--- src/rtl/swlrl_pkg.sv ---
`default_nettype none
// ----------------------------------------------------------------------------
// swlrl_pkg
// Shared types, codes and field widths of the sliding-window-log rate limiter.
// ----------------------------------------------------------------------------
package swlrl_pkg;

    localparam int CLIENT_W = 4;
    localparam int LIMIT_W  = 5;
    localparam int TIME_W   = 32;
    localparam int COUNT_W  = 5;

    typedef enum logic
    {
        ACTION_REGISTER = 1'b0,
        ACTION_REQUEST  = 1'b1
    } swlrl_action_t;

    typedef enum logic [1:0]
    {
        STATUS_OK        = 2'd0,
        STATUS_EXISTS    = 2'd1,
        STATUS_NOT_FOUND = 2'd2,
        STATUS_LIMITED   = 2'd3
    } swlrl_status_t;

    typedef enum logic [2:0]
    {
        ST_CLEAR,
        ST_IDLE,
        ST_LOOKUP,
        ST_EXPIRE,
        ST_DECIDE,
        ST_FINISH
    } swlrl_state_t;

    // controller to datapath
    typedef struct packed
    {
        logic clear;
        logic load_item;
        logic lookup;
        logic expire;
        logic decide;
        logic out_load;
    } swlrl_cmd_t;

    // datapath to controller
    typedef struct packed
    {
        logic clear_done;
        logic in_range;
        logic is_request;
        logic rec_valid;
        logic count_nz;
        logic expire_hit;
        logic more_left;
    } swlrl_stat_t;

endpackage
`default_nettype wire

--- src/rtl/swlrl_ctrl.sv ---
`default_nettype none
// ----------------------------------------------------------------------------
// swlrl_ctrl
// Sequencer: clear sweep, lookup, expiry walk, decision and result handoff.
// ----------------------------------------------------------------------------
module swlrl_ctrl
(
    input  logic                   clk,
    input  logic                   rst_n,
    input  logic                   in_valid,
    output logic                   in_ready,
    output logic                   out_valid,
    input  logic                   out_ready,
    input  swlrl_pkg::swlrl_stat_t stat,
    output swlrl_pkg::swlrl_cmd_t  cmd
);
    import swlrl_pkg::*;

    swlrl_state_t state_reg;
    swlrl_state_t state_next;
    logic         out_valid_reg;
    logic         out_valid_next;
    logic         slot_free;

    always_ff @(posedge clk or negedge rst_n)
    begin
        if (!rst_n)
        begin
            state_reg     <= ST_CLEAR;
            out_valid_reg <= 1'b0;
        end
        else
        begin
            state_reg     <= state_next;
            out_valid_reg <= out_valid_next;
        end
    end

    assign slot_free = !out_valid_reg || out_ready;

    always_comb
    begin
        state_next    = state_reg;
        cmd           = '0;
        in_ready      = 1'b0;
        unique case (state_reg)
            ST_CLEAR:
            begin
                cmd.clear = 1'b1;
                if (stat.clear_done)
                begin
                    state_next = ST_IDLE;
                end
            end
            ST_IDLE:
            begin
                in_ready      = 1'b1;
                cmd.load_item = in_valid;
                if (in_valid)
                begin
                    state_next = ST_LOOKUP;
                end
            end
            ST_LOOKUP:
            begin
                cmd.lookup = 1'b1;
                if (stat.in_range && stat.is_request && stat.rec_valid)
                begin
                    state_next = stat.count_nz ? ST_EXPIRE : ST_DECIDE;
                end
                else
                begin
                    state_next = ST_FINISH;
                end
            end
            ST_EXPIRE:
            begin
                cmd.expire = 1'b1;
                if (!(stat.expire_hit && stat.more_left))
                begin
                    state_next = ST_DECIDE;
                end
            end
            ST_DECIDE:
            begin
                cmd.decide = 1'b1;
                state_next = ST_FINISH;
            end
            ST_FINISH:
            begin
                cmd.out_load = slot_free;
                if (slot_free)
                begin
                    state_next = ST_IDLE;
                end
            end
            default:
            begin
                state_next = ST_CLEAR;
            end
        endcase
    end

    always_comb
    begin
        if (cmd.out_load)
        begin
            out_valid_next = 1'b1;
        end
        else if (out_ready)
        begin
            out_valid_next = 1'b0;
        end
        else
        begin
            out_valid_next = out_valid_reg;
        end
    end

    assign out_valid = out_valid_reg;

endmodule
`default_nettype wire

--- config.mk ---
export PLATFORM = sky130hd
export DESIGN_NAME = swlrl_ctrl
export DESIGN_NICKNAME = d
export VERILOG_FILES = /design/src/rtl/swlrl_pkg.sv /design/src/rtl/swlrl_ctrl.sv
export SDC_FILE = /design/constraint.sdc
export NUM_CORES = 1
export LEC_CHECK = 0
export BUFFER_PORTS_ARGS = -buffer_cell sky130_fd_sc_hd__buf_2
export CAP_MARGIN = 20
export CORE_AREA = 2 2 39 41
export DETAILED_ROUTE_END_ITERATION = 12
export DIE_AREA = 0 0 41 43
export PLACE_DENSITY_LB_ADDON = 0.3
export SYNTH_ARGS = -nofsm -noshare
export SYNTH_HDL_FRONTEND = slang
export SYNTH_SLANG_ARGS = --single-unit
--- constraint.sdc ---
create_clock -name clk -period 1.4 [get_ports clk]
set_input_delay 0.07 -clock clk [delete_from_list [all_inputs] [get_ports clk]]
set_output_delay 0.07 -clock clk [all_outputs]
set_load 0.02 [all_outputs]
Yosys cells after proc, flatten, opt, wreduce, memory -nomap -nowiden

Index checks and enable logic that the tools add are counted.
Widths: inputs -> output; s select.

Flip-flop bits (word level): 4
Latch bits: 0
RAM bits: 0
Bits in read-only memories: 0
Input port bits: 11
Output and inout port bits: 8
Word-level logic and storage cells: 35
Memories kept: 0

Add/subtract/negate cells: 0
Multipliers: 0
Div/mod/pow operators: 0
$lt $le $gt $ge: 0
Eq/ne operators: 9
Shift operators: 0
Mux-type cells: 16
Bitwise gates (word level): 0
Reduce and logical (&&, ||, !) cells: 8

Operators with widths:

| operator           | count |
|---|---|
| $mux 3             | 6 |
| $pmux 3 s6         | 1 |
| $mux 1             | 9 |
| $ne 2x2->1 const B | 4 |
| $eq 3x2->1 const B | 2 |
| $eq 3x3->1 const B | 2 |
| $reduce_and 4->1   | 1 |
| $eq 3x1->1 const B | 1 |
| $logic_and 1x1->1  | 3 |
| $logic_not 3->1    | 1 |
| $reduce_bool 2->1  | 1 |
| $logic_not 1->1    | 1 |
| $logic_or 1x1->1   | 1 |

Longest topological paths before layout

Depth in word-level cells: 4
Mapped depth: 5
Mapped depth without buffers: 4

Least setup slack after synthesis

Ideal clock, no wire load.

Kind: flip-flop to output port
Start: reg state_reg[2]
End: out cmd[4] in the netlist's numbering
Arrival: 1.348 ns
Required time: 1.330 ns
Slack: -0.018 ns
Cell stages (with the launch flop): 5
Path buffers: 1
Cells stage by stage: dfrtp_1 -> buf_6 -> or2b_1 -> nor2_1 -> and2_1

RTL lines:

| item                     | line             | text |
|---|---|---|
| start: declaration       | swlrl_ctrl.sv:19 | `swlrl_state_t state_reg;` |
| start signal: assignment | swlrl_ctrl.sv:34 | `state_reg <= state_next;` |
| end: declaration         | swlrl_ctrl.sv:15 | `output swlrl_pkg::swlrl_cmd_t cmd` |

==> flow_summary.json <==
{
  "cpPeakStageDelay_ps": 380,
  "critPathTopFamily": "simple AND/OR/NAND/NOR gates",
  "first_iter_violations": 2,
  "synth_top_flop_cell": "dfrtp_1",
  "vias": 401,
  "grt_pass1_vias": 346,
  "ant_nets": 0,
  "syn_inst": 44,
  "drive_gt1_share_pct": 51.47,
  "peakVddDrop_mv": 0.8055,
  "synth_fp_nets": 55,
  "rsz0062_at_grt": "yes",
  "tightest_slew_ps": 203.4,
  "cts_buffers": 3,
  "hold_path_class": "input port to flop",
  "multi_input_area_um2": 231.5,
  "clkLatencyLatePin_ps": 250,
  "setup_violations": 0,
  "regArea_um2": 100.1,
  "power.density_nw_per_um2": 2105,
  "synthTopCellsByArea": "dfrtp_1 (30%), nor2b_1 (7.4%), nand4_1 (5.6%)",
  "via_per_inst": 4.774,
  "cp.buffers_inverters": 1,
  "portBuffers": 18,
  "ys_warn_count": 0,
  "leakagePower_uw": 0.0002693,
  "clk_path_buf_depth": 2,
  "dieArea_um2": 1763,
  "fin_nets": 81,
  "synth_area_leader_cell": "dfrtp_1",
  "wl_per_cell_um": 10.69,
  "largest_reg_flops": 3,
  "synth-edff-count": 0,
  "coreArea_um2": 1384,
  "drc": 0,
  "antenna_found_initial": 0,
  "async_flop_share_pct": 100.0,
  "crit_chain": "or2b_4 -> nor2_2 -> and2_4 -> buf_6",
  "postPlaceCellArea_um2": 444.2,
  "htreeDepth": 1,
  "endpoint_kind": "primary output",
  "finClkSkew_ps": 9.707,
  "synth.distinct_cells": 22,
  "ff2ff_setup_slack_ps": 100,
  "path_class": "flop to primary output",
  "holdWs_ps": 116.0,
  "root_buffer": "clkbuf_4",
  "drv_slew": 0,
  "start_util_pct": 24.41,
  "worstPathRequired_ps": 1330,
  "fin_area_um2": 535.5,
  "gp_routability_congestion": 0.7557,
  "grt_use_total_pct": 11.87,
  "netlist.area_leader.share_pct": 29.63,
  "avgSynthCellArea_um2": 7.678,
  "crit_fanout": 4,
  "num_io_pins": 19,
  "clkSinkCount": 4,
  "drtPass1Iterations": 5,
  "grt_max_degree": 11,
  "fp.dieW_um": 41,
  "fin_tns_setup_ps": 0,
  "cpMaxStageDelayCell": "dfrtp_1",
  "die-height_um": 43,
  "netlist_area_um2": 337.8,
  "antenna_cells": 0,
  "finalCritPeriodShare_pct": 96.17,
  "fillers": 150,
  "post-place-ws_ps": 111.1,
  "synthToLayoutAreaGrowth_pct": 58.52,
  "max_freq_mhz": 742.7,
  "rows": 14,
  "ys_seq_area_share_pct": 29.63,
  "grt.overflow.total": 0,
  "hold_viol_final": 0,
  "grt_pass1_wl_um": 1324,
  "clk_pin_slew_ps": 40,
  "cts_tree": "built",
  "ys_seq_elements": 4,
  "outcome": "complete, no violations",
  "synth_common_cells": "dfrtp_1 (4), nor2_1 (4), nor2b_1 (4)",
  "cp-start-kind": "flop",
  "slew-limit-headroom_pct": 86.34,
  "setup_slack_ps": 53.60,
  "totalWireLength_um": 898,
  "hpwl_um": 659.1,
  "crit_arrival_ps": 1280,
  "period_minus_slack_ps": 1346,
  "max-cap-violations": 0
}
worst reg2reg max path, cell delays in order, from the launching register on:
cell       delay [ps]
dfrtp_1           400
or3_1             390
a21oi_2           190
a211oi_2           60
o2bb2ai_1         130
kinds of logic after synthesis:
logic type / share of synthesized area (%)
compound gates: 24.07
simple gates: 36.66
buf+inv: 9.629
flops: 29.63
report_power, final:
part | switching [uW] | leakage (uW) | internal [uW]
Sequential | 40.3 | 0.0000511 | 165
Combinational | 406 | 0.000204 | 365
Clock | 54.1 | 0.0000138 | 96.3
Total | 501 | 0.000269 | 626
layout by cell type (no fill, tap or decap), types with 3 or more instances in the layout:
| cell type | n |
|---|---|
| buf_2 | 16 |
| buf_4 | 6 |
| dfrtp_1 | 4 |
| nor2_1 | 3 |
| nand4_1 | 3 |
| o21ai_0 | 3 |
| clkbuf_4 | 3 |
what timing repair did:
| item | in CTS | in global routing |
|---|---|---|
| setup buffers | 2 | 1 |
| setup endpoints to repair | 1 | 3 |
| hold endpoints to repair | 4 | 0 |
| resized for setup | 2 | 9 |
| hold buffers | 1 | 0 |
| gates cloned | 0 | 0 |
layout make-up:
| class | instances | share of cell area (%) |
|---|---|---|
| repair buffers | 25 | 29.44 |
| multi-input cells | 35 | 43.22 |
| well taps | 16 | 3.738 |
| flip-flops and latches | 4 | 18.69 |
| clock buffers | 3 | 4.206 |
| inverters | 1 | 0.7009 |
metal layers:
layer / track usage (%) / vias to the layer above / share of wire [%]
li1: - / 207 / -
met1: 12.94 / 187 / 49
met5: 0 / - / 0
met2: 16.88 / 7 / 49
met4: 12.00 / 0 / 0
met3: 3.141 / 0 / 2.7
worst paths after layout:
kind / cells after the start / to / from
max: 4 / cmd[4] / state_reg[0]$_DFFE_PN0P_
min: 3 / state_reg[1]$_DFFE_PN0P_ / stat[1]
max reg2reg: 4 / state_reg[2]$_DFFE_PN0P_ / state_reg[0]$_DFFE_PN0P_
min reg2reg: 2 / out_valid$_DFFE_PN0P_ / out_valid$_DFFE_PN0P_
max in group asynchronous: 2 / out_valid$_DFFE_PN0P_ / rst_n
min in group asynchronous: 2 / state_reg[1]$_DFFE_PN0P_ / rst_n
per-stage QoR:
stage | util, % | cells | total power (uW)
2_1_floorplan | - | 44 | 673.3
3_3_place_gp | 32.10 | 77 | 847.0
3_5_place_dp | 32.10 | 77 | 838.1
4_1_cts | 35.90 | 83 | 1040
5_1_grt | 38.70 | 84 | 1222
6_report | 38.70 | 84 | 1127
No activity file was read; power rests on OpenSTA's default activity.
